File: config.mk
export PLATFORM = sky130hd
export DESIGN_NAME = gamma_unary_bit_packer
export DESIGN_NICKNAME = d
export VERILOG_FILES = /design/src/sv/gup_pkg.sv /design/src/sv/gamma_unary_bit_packer.sv /design/src/sv/gup_ctrl.sv /design/src/sv/gup_dp.sv
export SDC_FILE = /design/constraint.sdc
export NUM_CORES = 1
export LEC_CHECK = 0
export ABC_AREA = 1
export BUFFER_PORTS_ARGS = -buffer_cell sky130_fd_sc_hd__buf_4
export CORE_MARGIN = 5
export CORE_UTILIZATION = 55
export DETAILED_ROUTE_END_ITERATION = 8
export MAX_ROUTING_LAYER = met4
export PLACE_DENSITY = 0.69
export SYNTH_ARGS = -nofsm -noshare
export SYNTH_HDL_FRONTEND = slang
export SYNTH_SLANG_ARGS = --single-unit
File: constraint.sdc
create_clock -name clock -period 8.65 [get_ports clock]
set_input_delay 0.4325 -clock clock [delete_from_list [all_inputs] [get_ports clock]]
set_output_delay 0.4325 -clock clock [all_outputs]
set_load 0.03 [all_outputs]
File: src/sv/gup_pkg.sv
`timescale 1ns / 1ps
// shared types and constants for the gamma / unary bit packer
// no dependencies

package gup_pkg;

   typedef enum logic [1:0] {
      ACT_GAMMA = 2'd0,
      ACT_UNARY = 2'd1,
      ACT_FLUSH = 2'd2
   } action_type;

   // next bit goes into the msb of the open byte
   localparam logic [2:0] BIT_TOP = 3'd7;

   typedef struct packed {
      logic load;
      logic search;
      logic step;
   } cmd_type;

   typedef struct packed {
      logic found;
      logic completes;
      logic done;
      logic out_free;
   } status_type;

endpackage

File: src/sv/gamma_unary_bit_packer.sv
`timescale 1ns / 1ps
// top level of the gamma / unary bit packer: controller plus datapath
// depends on gup_pkg, gup_ctrl, gup_dp
//
// channel   dir  transfer                  payload
// req_*     in   req_tvalid & req_tready   tuser = action, tdata = code_value
// rsp_*     out  rsp_tvalid & rsp_tready   tdata = out_byte, tlast = last_of_run,
//                                          tuser = final_byte
//
// one item at a time: the item is taken while idle, then a gamma code runs an msb
// search over eight value bits at a time (from the top), then fills each byte the
// code touches; unary and flush go straight to the fill; the open-byte fill of up to
// eight bits per cycle sets the rate while the output register is free
// reset clears the open byte and sets the next bit to the msb
// a full output register holds the fill step that would complete another byte

module gamma_unary_bit_packer #(
   parameter int MAX_UNARY   = 256,
   parameter int VALUE_WIDTH = 32
) (
   input  logic        clock,
   input  logic        reset,
   input  logic        req_tvalid,
   output logic        req_tready,
   input  logic [31:0] req_tdata,   // [31:0] code_value
   input  logic [1:0]  req_tuser,   // [1:0] action
   output logic        rsp_tvalid,
   input  logic        rsp_tready,
   output logic [7:0]  rsp_tdata,   // [7:0] out_byte
   output logic        rsp_tlast,
   output logic [0:0]  rsp_tuser    // [0] final_byte
);

   gup_pkg::cmd_type    cmd;
   gup_pkg::status_type status;

   gup_ctrl u_ctrl (
      .clock      (clock),
      .reset      (reset),
      .req_tvalid (req_tvalid),
      .req_action (req_tuser),
      .req_tready (req_tready),
      .status     (status),
      .cmd        (cmd)
   );

   gup_dp #(
      .MAX_UNARY   (MAX_UNARY),
      .VALUE_WIDTH (VALUE_WIDTH)
   ) u_dp (
      .clock      (clock),
      .reset      (reset),
      .cmd        (cmd),
      .status     (status),
      .req_tdata  (req_tdata),
      .req_tuser  (req_tuser),
      .rsp_tvalid (rsp_tvalid),
      .rsp_tready (rsp_tready),
      .rsp_tdata  (rsp_tdata),
      .rsp_tlast  (rsp_tlast),
      .rsp_tuser  (rsp_tuser)
   );

endmodule

File: src/sv/gup_ctrl.sv
`timescale 1ns / 1ps
// controller state machine for the bit packer
// depends on gup_pkg

module gup_ctrl (
   input  logic               clock,
   input  logic               reset,
   input  logic               req_tvalid,
   input  logic [1:0]         req_action,
   output logic               req_tready,
   input  gup_pkg::status_type status,
   output gup_pkg::cmd_type   cmd
);

   typedef enum logic [1:0] {
      ST_IDLE,
      ST_SEARCH,
      ST_RUN
   } state_type;

   state_type state_ff;
   state_type state_in;

   always_comb begin
      state_in   = state_ff;
      cmd        = '0;
      req_tready = 1'b0;
      case (state_ff)
         ST_IDLE: begin
            req_tready = 1'b1;
            if (req_tvalid) begin
               cmd.load = 1'b1;
               if (req_action == gup_pkg::ACT_GAMMA) begin
                  state_in = ST_SEARCH;
               end else if (req_action == gup_pkg::ACT_UNARY ||
                            req_action == gup_pkg::ACT_FLUSH) begin
                  state_in = ST_RUN;
               end
            end
         end
         ST_SEARCH: begin
            cmd.search = 1'b1;
            if (status.found) begin
               state_in = ST_RUN;
            end
         end
         ST_RUN: begin
            cmd.step = !status.completes || status.out_free;
            if (cmd.step && status.done) begin
               state_in = ST_IDLE;
            end
         end
         default: begin
            state_in = ST_IDLE;
         end
      endcase
   end

   always_ff @(posedge clock) begin
      if (reset) begin
         state_ff <= ST_IDLE;
      end else begin
         state_ff <= state_in;
      end
   end

endmodule

File: src/sv/gup_dp.sv
`timescale 1ns / 1ps
// datapath of the bit packer: code registers, msb search, byte chunk fill, output register
// depends on gup_pkg

module gup_dp #(
   parameter int MAX_UNARY   = 256,
   parameter int VALUE_WIDTH = 32
) (
   input  logic                clock,
   input  logic                reset,
   input  gup_pkg::cmd_type    cmd,
   output gup_pkg::status_type status,
   input  logic [31:0]         req_tdata,
   input  logic [1:0]          req_tuser,
   output logic                rsp_tvalid,
   input  logic                rsp_tready,
   output logic [7:0]          rsp_tdata,
   output logic                rsp_tlast,
   output logic [0:0]          rsp_tuser
);

   localparam int CW = $clog2(MAX_UNARY + 2 * VALUE_WIDTH + 8);
   localparam int EW = $clog2(VALUE_WIDTH);

   logic [VALUE_WIDTH-1:0] value_ff, value_in;
   logic                   flush_ff, flush_in;
   logic [CW-1:0]          ones_ff, ones_in;
   logic [EW-1:0]          sfx_ff, sfx_in;
   logic [CW-1:0]          len_ff, len_in;
   logic [CW-1:0]          idx_ff, idx_in;
   logic [EW-1:0]          srch_ff, srch_in;
   logic [7:0]             partial_ff, partial_in;
   logic [2:0]             bitpos_ff, bitpos_in;
   logic                   valid_ff, valid_in;
   logic [7:0]             byte_ff, byte_in;
   logic                   last_ff, last_in;
   logic                   final_ff, final_in;

   logic [VALUE_WIDTH-1:0] v_raw;
   logic [VALUE_WIDTH-1:0] v_nz;
   logic                   sat;
   logic [CW-1:0]          u_len;
   logic                   hit;
   logic [EW-1:0]          e_hit;
   logic [7:0]             chunk;
   logic [7:0]             fchunk;
   logic [CW-1:0]          rem;
   logic [3:0]             avail;
   logic                   completes;
   logic                   done;
   logic                   is_last;
   logic                   emit;

   // input value, zero taken as one, unary length saturated
   always_comb begin
      v_raw = req_tdata[VALUE_WIDTH-1:0];
      v_nz  = (v_raw == '0) ? VALUE_WIDTH'(1) : v_raw;
      sat   = 33'(v_nz) > 33'(MAX_UNARY);
      u_len = sat ? CW'(MAX_UNARY) : CW'(v_nz);
   end

   // msb search, eight bits of the value per cycle
   always_comb begin
      hit   = 1'b0;
      e_hit = '0;
      for (int j = 7; j >= 0; j--) begin
         if (int'(srch_ff) >= j && value_ff[srch_ff - EW'(j)]) begin
            hit   = 1'b1;
            e_hit = srch_ff - EW'(j);
         end
      end
   end

   // bits of the open byte from bitpos down, one lane per bit position
   always_comb begin : lanes
      logic [CW-1:0] k;
      logic [CW-1:0] d;
      chunk  = '0;
      fchunk = '0;
      k      = '0;
      d      = '0;
      for (int p = 0; p < 8; p++) begin
         k = idx_ff + CW'(bitpos_ff) - CW'(p);
         d = ones_ff + CW'(sfx_ff) - k;
         fchunk[p] = p < int'(bitpos_ff);
         if (p <= int'(bitpos_ff) && k < len_ff) begin
            if (k < ones_ff) begin
               chunk[p] = 1'b1;
            end else if (k == ones_ff) begin
               chunk[p] = 1'b0;
            end else begin
               chunk[p] = value_ff[d[EW-1:0]];
            end
         end
      end
   end

   always_comb begin
      rem       = len_ff - idx_ff;
      avail     = {1'b0, bitpos_ff} + 4'd1;
      completes = flush_ff || (rem >= CW'(avail));
      done      = flush_ff || (rem <= CW'(avail));
      is_last   = flush_ff || ((rem - CW'(avail)) < CW'(8));
      emit      = cmd.step && completes;
   end

   always_comb begin
      status.found     = hit;
      status.completes = completes;
      status.done      = done;
      status.out_free  = !valid_ff || rsp_tready;
   end

   always_comb begin
      value_in   = value_ff;
      flush_in   = flush_ff;
      ones_in    = ones_ff;
      sfx_in     = sfx_ff;
      len_in     = len_ff;
      idx_in     = idx_ff;
      srch_in    = srch_ff;
      partial_in = partial_ff;
      bitpos_in  = bitpos_ff;
      byte_in    = byte_ff;
      last_in    = last_ff;
      final_in   = final_ff;
      valid_in   = valid_ff && !rsp_tready;

      if (cmd.load) begin
         value_in = v_nz;
         flush_in = req_tuser == gup_pkg::ACT_FLUSH;
         idx_in   = '0;
         srch_in  = EW'(VALUE_WIDTH - 1);
         ones_in  = u_len - CW'(1);
         sfx_in   = '0;
         len_in   = u_len;
      end

      if (cmd.search) begin
         if (hit) begin
            ones_in = CW'(e_hit);
            sfx_in  = e_hit;
            len_in  = CW'(e_hit) + CW'(e_hit) + CW'(1);
         end else begin
            srch_in = srch_ff - EW'(8);
         end
      end

      if (cmd.step) begin
         if (flush_ff) begin
            byte_in    = partial_ff | fchunk;
            last_in    = 1'b1;
            final_in   = 1'b1;
            partial_in = '0;
            bitpos_in  = gup_pkg::BIT_TOP;
         end else if (completes) begin
            byte_in    = partial_ff | chunk;
            last_in    = is_last;
            final_in   = 1'b0;
            partial_in = '0;
            bitpos_in  = gup_pkg::BIT_TOP;
            idx_in     = idx_ff + CW'(avail);
         end else begin
            partial_in = partial_ff | chunk;
            bitpos_in  = bitpos_ff - rem[2:0];
            idx_in     = len_ff;
         end
      end

      if (emit) begin
         valid_in = 1'b1;
      end
   end

   always_ff @(posedge clock) begin
      if (reset) begin
         valid_ff   <= 1'b0;
         partial_ff <= '0;
         bitpos_ff  <= gup_pkg::BIT_TOP;
         flush_ff   <= 1'b0;
      end else begin
         valid_ff   <= valid_in;
         partial_ff <= partial_in;
         bitpos_ff  <= bitpos_in;
         flush_ff   <= flush_in;
      end
   end

   always_ff @(posedge clock) begin
      value_ff <= value_in;
      ones_ff  <= ones_in;
      sfx_ff   <= sfx_in;
      len_ff   <= len_in;
      idx_ff   <= idx_in;
      srch_ff  <= srch_in;
      byte_ff  <= byte_in;
      last_ff  <= last_in;
      final_ff <= final_in;
   end

   assign rsp_tvalid   = valid_ff;
   assign rsp_tdata    = byte_ff;
   assign rsp_tlast    = last_ff;
   assign rsp_tuser[0] = final_ff;

endmodule

Word-level counts from Yosys, hierarchy flattened
Cells that the tools add are included.
{"block": "totals", "ff_bits": 94, "elab_cells": 264}
{"block": "op_classes", "n_reduce_logical": 32, "bitwise_logic": 2, "n_mux": 110, "eq_ne": 16, "n_lt_le_gt_ge": 57, "add_sub_neg": 33}
{"op": "$lt A9 B9 Y1", "n": 16}
{"op": "$mux W9", "n": 11}
{"op": "$lt A5 B6 Y1 const B", "n": 16}
{"op": "$bmux W1 S5", "n": 16}
{"op": "$eq A9 B9 Y1", "n": 8}
{"op": "$mux W5", "n": 14}
{"op": "$mux W1", "n": 56}
{"op": "$sub A5 B5 Y5", "n": 8}
{"op": "$sub A9 B3 Y9 const B", "n": 4}
{"op": "$gt A32 B9 Y1 const B", "n": 1}
{"op": "$logic_not A32 Y1", "n": 1}
{"op": "$mux W32", "n": 1}
{"op": "$mux W8", "n": 4}
{"op": "$ge A5 B3 Y1 const B", "n": 4}
{"op": "$sub A5 B3 Y5 const B", "n": 4}
{"op": "$sub A9 B1 Y9 const B", "n": 2}
{"op": "$sub A9 B2 Y9 const B", "n": 2}
{"op": "$logic_and A1 B1 Y1", "n": 17}
{"op": "$le A3 B3 Y1 const A", "n": 4}
{"op": "$ge A5 B2 Y1 const B", "n": 2}
{"op": "$mux W2", "n": 5}
{"op": "$sub A5 B2 Y5 const B", "n": 2}
{"op": "$add A9 B1 Y9 const B", "n": 1}
{"op": "$add A9 B3 Y9", "n": 1}
{"op": "33 further kinds", "n": 50}

Logic depth before layout (Yosys ltp)
{"block": "logic_depth", "depth_word": 16, "ltp_mapped": 26}

Cells and area by module
From an unflattened synthesis, not the netlist that was laid out.
{"block": "hier_totals", "hier_cells": 1976, "area_unflattened_um2": 13454.2}
{"module": "gup_dp", "cells_per_inst": 1945, "n_inst": 1, "area_per_inst_um2": 13267.7, "seq_area_each_um2": 2292.2}
{"module": "gup_ctrl", "cells_per_inst": 31, "n_inst": 1, "area_per_inst_um2": 186.4, "seq_area_each_um2": 40.0}

Worst setup path before layout
No wires, ideal clock.
{"block": "synth_path", "path_kind": "reg2reg", "start": "register u_dp.bitpos_ff[0]", "end": "register u_dp.byte_ff[3] (netlist: u_dp.rsp_tdata[3]) (data pin)", "arrival_time_ns": 3.745, "period_less_slack_ns": 4.014, "path_stages_with_launch": 20, "slack_ns": 4.636, "setup_time_ns": 0.269, "cell_sequence": "dfxtp_1 ha_1 fa_1 nand2_1 inv_1 nor2_1 inv_1 ha_1 a21oi_1 xnor2_1 ha_1 a21oi_1 xor2_1 or2_1 nand2_1 o21ai_0 nand3_1 nand2_1 nand3_1 o21ai_0"}
{"block": "synth_via", "elab_chain_cells": 11}
{"item": "from (decl)", "line": "gup_dp.sv:33", "source": "logic [2:0] bitpos_ff, bitpos_in;"}
{"item": "from (signal assigned)", "line": "gup_dp.sv:179", "source": "bitpos_ff <= gup_pkg::BIT_TOP;"}
{"item": "from (signal assigned)", "line": "gup_dp.sv:184", "source": "bitpos_ff <= bitpos_in;"}
{"item": "$add A9 B3 Y9", "line": "gup_dp.sv:83", "source": "k = idx_ff + CW'(bitpos_ff) - CW'(p);"}
{"item": "$sub A9 B2 Y9", "line": "gup_dp.sv:83"}
{"item": "$sub A5 B5 Y5", "line": "gup_dp.sv:84", "source": "d = ones_ff + CW'(sfx_ff) - k;"}
{"item": "$bmux W1 S5", "line": "gup_dp.sv:92", "source": "chunk[p] = value_ff[d[EW-1:0]];"}
{"item": "$mux W1 (not written as such)", "line": "gup_dp.sv:92"}
{"item": "$mux W1", "line": "gup_dp.sv:89", "source": "end else if (k == ones_ff) begin"}
{"item": "$mux W1", "line": "gup_dp.sv:87", "source": "if (k < ones_ff) begin"}
{"item": "$mux W1", "line": "gup_dp.sv:86", "source": "if (p <= int'(bitpos_ff) && k < len_ff) begin"}
{"item": "$or A8 B8 Y8", "line": "gup_dp.sv:157", "source": "byte_in = partial_ff | chunk;"}
{"item": "$mux W8", "line": "gup_dp.sv:156", "source": "end else if (completes) begin"}
{"item": "$mux W8 (*)", "line": "gup_dp.sv:150", "source": "if (flush_ff) begin"}
{"item": "to (signal assigned)", "line": "gup_dp.sv:196", "source": "byte_ff <= byte_in;"}
{"item": "to (decl)", "line": "gup_dp.sv:35", "source": "logic [7:0] byte_ff, byte_in;"}
Mark *: on every way between the ends. The rest lies on a longest branch, timed or not. The select of a mux whose other input is x is not followed.
A chain may end at the register's enable or synchronous reset.

Worst setup path in the final report
{"block": "layout_path", "start": "register u_dp.bitpos_ff[2]", "end": "register u_dp.byte_ff[2] (netlist: u_dp.rsp_tdata[2]) (data pin)"}
Same word-level chain as after synthesis.

==> metrics <==
initial antenna violation count 0; Final GP Congestion between 0.9 and 1; GR Overflow Total 0; Port Buffers just under 50; setup_tns 0 ns; crit path kind flip-flop to flip-flop; remaining antenna violation count after routing 0; Fin. Hold Viols 0; Synth Instances between 1.5k and 2k; Synth area leaders ha_1, nand2_1, edfxtp_1, dfxtp_1, nand3_1; clock edge transition at the registers on the reported setup and hold paths around 0.090 ns; design area between 0.01 and 0.015 sq mm; Die X roughly 170 um; full die area 0.02774 sq mm; Routed wire per std cell between 15 and 20 um; Routed Wire Length slightly above 40 mm; post-route minimum period 4.607 ns; Initial DRC Count approximately 1.1k; RSZ-0062 raised after global routing no; max-cap violations 0; H-tree Lvls 3; DRT Pass-1 Iters 6; Die H about 170 um; CP max stage cell dfxtp_1; Cell Area, Placed between 0.01 and 0.015 sq mm; buffer count from post-CTS setup fixing 0; via count 13.11k; setup violators final 0; fin. max-slew vios 0; Rel. slew slack about a quarter; vias per cell roughly 5.7; overall global routing resource usage 29.66%; Num CTS Buffers 9; DRC viols 0; yosys warns 0; critical path's top delay family compound AO/OA/AOI/OAI gates; flops & latches, synth 94; Final Skew 0.01789 ns; Crit. End Element flip-flop; cell area after synthesis ~0.013 sq mm; clk buf depth 2; most frequent CP cell nand2_1; Critical Path AT 4.81 ns; Clock Tree Root clkbuf_16; Synth top area share 18.29%; post-CTS sizing 0; # nets final ~2.2k; Core ar. around 0.024 sq mm; Layout area overhead 5.180%; startpoint types flip-flop; FP Rows 57; Post-Syn Area per Cell about 7 sq um; CTS tree built; post-synth top area cell ha_1; ys flop type dfxtp_1; Critical Path Max Stage Delay between 0.5 and 0.6 ns; initial core utilization a little under three fifths; ys async rst share 0%; Buf+Inv Stages, Crit Path 1; largest net degree at the start of global routing 55; Period Utilization, post-route 53.25%; critical path required time between 8 and 9 ns; Final HPWL DP about 33 mm; fill cell count around 2.3k; Netlist cell types just over 60; Worst-Skew Late Latency roughly 0.37 ns; diode count 0; Post-synth EDFFs 45; Hold Path Class primary input to flip-flop; Sink Count between 90 and 100; FMAX between 0.2 and 0.25 GHz; first-pass GRT wire length between 60 and 70 mm; sequential element share of the synthesized area 17.30%; outcome completed; # IOs 50; Least-Margin Pin Slew about 1.1 ns; CP Cell Sequence ha_1 -> nand2_1 -> nand2_1 -> a31oi_4 -> or2_4 -> nand2_1 -> ha_1 -> a21oi_1 -> inv_1 -> xor2_2 -> ha_1 -> o21a_1 -> o21a_1 -> o21ai_0 -> nand2_1 -> nand3_1 -> nand3_1 -> a21oi_1 -> nand2_1 -> o211ai_1; vias in the first global route 12.37k; crit path max fanout 10; post-synth net total ~2.2k; share of post-route cells with drive strength above 1 8.164%; hold_buf cts 0
==> sequential cells by signal (all words and copies together), names as in the netlist, 2 cells and up <==
name	cells
u_dp.sfx_ff	5
u_dp.partial_ff	8
u_dp.value_ff	32
u_dp.ones_ff	9
u_ctrl.state_ff	2
u_dp.idx_ff	9
u_dp.bitpos_ff	3
u_dp.rsp_tdata	8
u_dp.srch_ff	5
u_dp.len_ff	9
==> metal layers <==
metal	wire length (um)	share of wire [%]	up-vias	GRT usage (%)
met4	1332	3.2	0	9.570
met2	18760	45	495	47.92
met3	3042	7.4	90	4.669
met5	0	0	-	-
li1	-	-	6554	-
met1	18170	44	5975	38.27
==> kinds of logic after synthesis <==
group                    after synthesis  synth area share (%)
multiplexers                          18                 1.365
buffers and inverters                321                 9.980
adder cells (fa/ha/maj)              206                 19.62
flip-flops                            94                 17.30
XOR/XNOR                             105                 7.575
AO/OA/AOI/OAI                        387                 16.52
AND/OR/NAND/NOR                      848                 27.63
==> metrics by stage <==
step | util, % | setup WS [ns] | hold slack (ns) | cells
2_1_floorplan | - | 4.636 | 0.4344 | 1979
3_3_place_gp | 57.21 | 4.251 | 0.4424 | 2280
3_5_place_dp | 57.21 | 4.152 | 0.4549 | 2280
4_1_cts | 58.46 | 4.119 | 0.2220 | 2296
5_1_grt | 58.46 | 3.696 | 0.2345 | 2296
6_report | 58.46 | 4.043 | 0.2264 | 2296
==> worst reg2reg max path, stage by stage (launching register included) <==
cell      delay (ns)
dfxtp_1         0.53
ha_1            0.35
nand2_1         0.10
nand2_1         0.08
a31oi_4         0.24
or2_4           0.20
nand2_1         0.32
ha_1            0.39
a21oi_1         0.42
inv_1           0.16
xor2_2          0.29
ha_1            0.28
o21a_1          0.11
o21a_1          0.16
o21ai_0         0.15
nand2_1         0.09
nand3_1         0.08
nand3_1         0.07
a21oi_1         0.27
nand2_1         0.08
o211ai_1        0.09
==> synth_stat cells, types with 9 or more instances <==
master / n
edfxtp_1: 45
nand3_1: 184
dfxtp_1: 49
fa_1: 9
clkbuf_1: 50
o21ai_1: 23
nor2_1: 105
buf_2: 9
o211ai_1: 17
nor3_1: 17
nand2_2: 9
a21oi_1: 115
inv_1: 216
mux2i_1: 15
o21a_1: 12
inv_2: 20
xor2_1: 64
nand2_1: 476
xnor2_1: 32
o21ai_0: 163
ha_1: 197
buf_6: 13
o21bai_1: 10
nand4_1: 9
==> area by class of cell <==
type	instances	area [sq um]	share of cell area, %
sequential	94	2332	16.45
multi-input combinational	1564	9801	69.14
inverter	242	913.4	6.443
clock buffer	9	225.2	1.589
clock inverter	7	78.83	0.5560
timing repair buffer	56	420.4	2.966
tap	324	405.4	2.860
==> placed cells by master (no fill, tap or decap), types with 6 or more instances in the layout <==
cell	count
nor3_1	17
o21bai_1	10
xnor2_1	32
a21o_1	7
clkbuf_16	9
nor2_1	105
mux2i_1	15
inv_2	21
nand2_1	476
nand3_2	7
nand2_2	9
o211ai_1	17
xor2_1	64
nand4_1	9
o21a_1	12
dfxtp_1	49
a21oi_1	115
o21ai_0	163
o21ai_1	23
fa_1	9
inv_1	215
edfxtp_1	45
ha_1	197
buf_4	56
o21ai_2	6
nand3_1	184
==> path summary, 6_finish.rpt <==
| check | startpoint | end | slack [ns] | cells after the start |
|---|---|---|---|---|
| max | u_dp.bitpos_ff[2] | u_dp.rsp_tdata[2] | 4.04 | 20 |
| min | reset | u_ctrl.state_ff[0] | 0.23 | 2 |
| max reg2reg | u_dp.bitpos_ff[2] | u_dp.rsp_tdata[2] | 4.04 | 20 |
| min reg2reg | u_dp.partial_ff[4] | u_dp.partial_ff[4] | 0.47 | 2 |
Power is left out: the tool's default activity adds up to more than one toggle a clock period on the data nets, which glitch-free logic cannot reach.
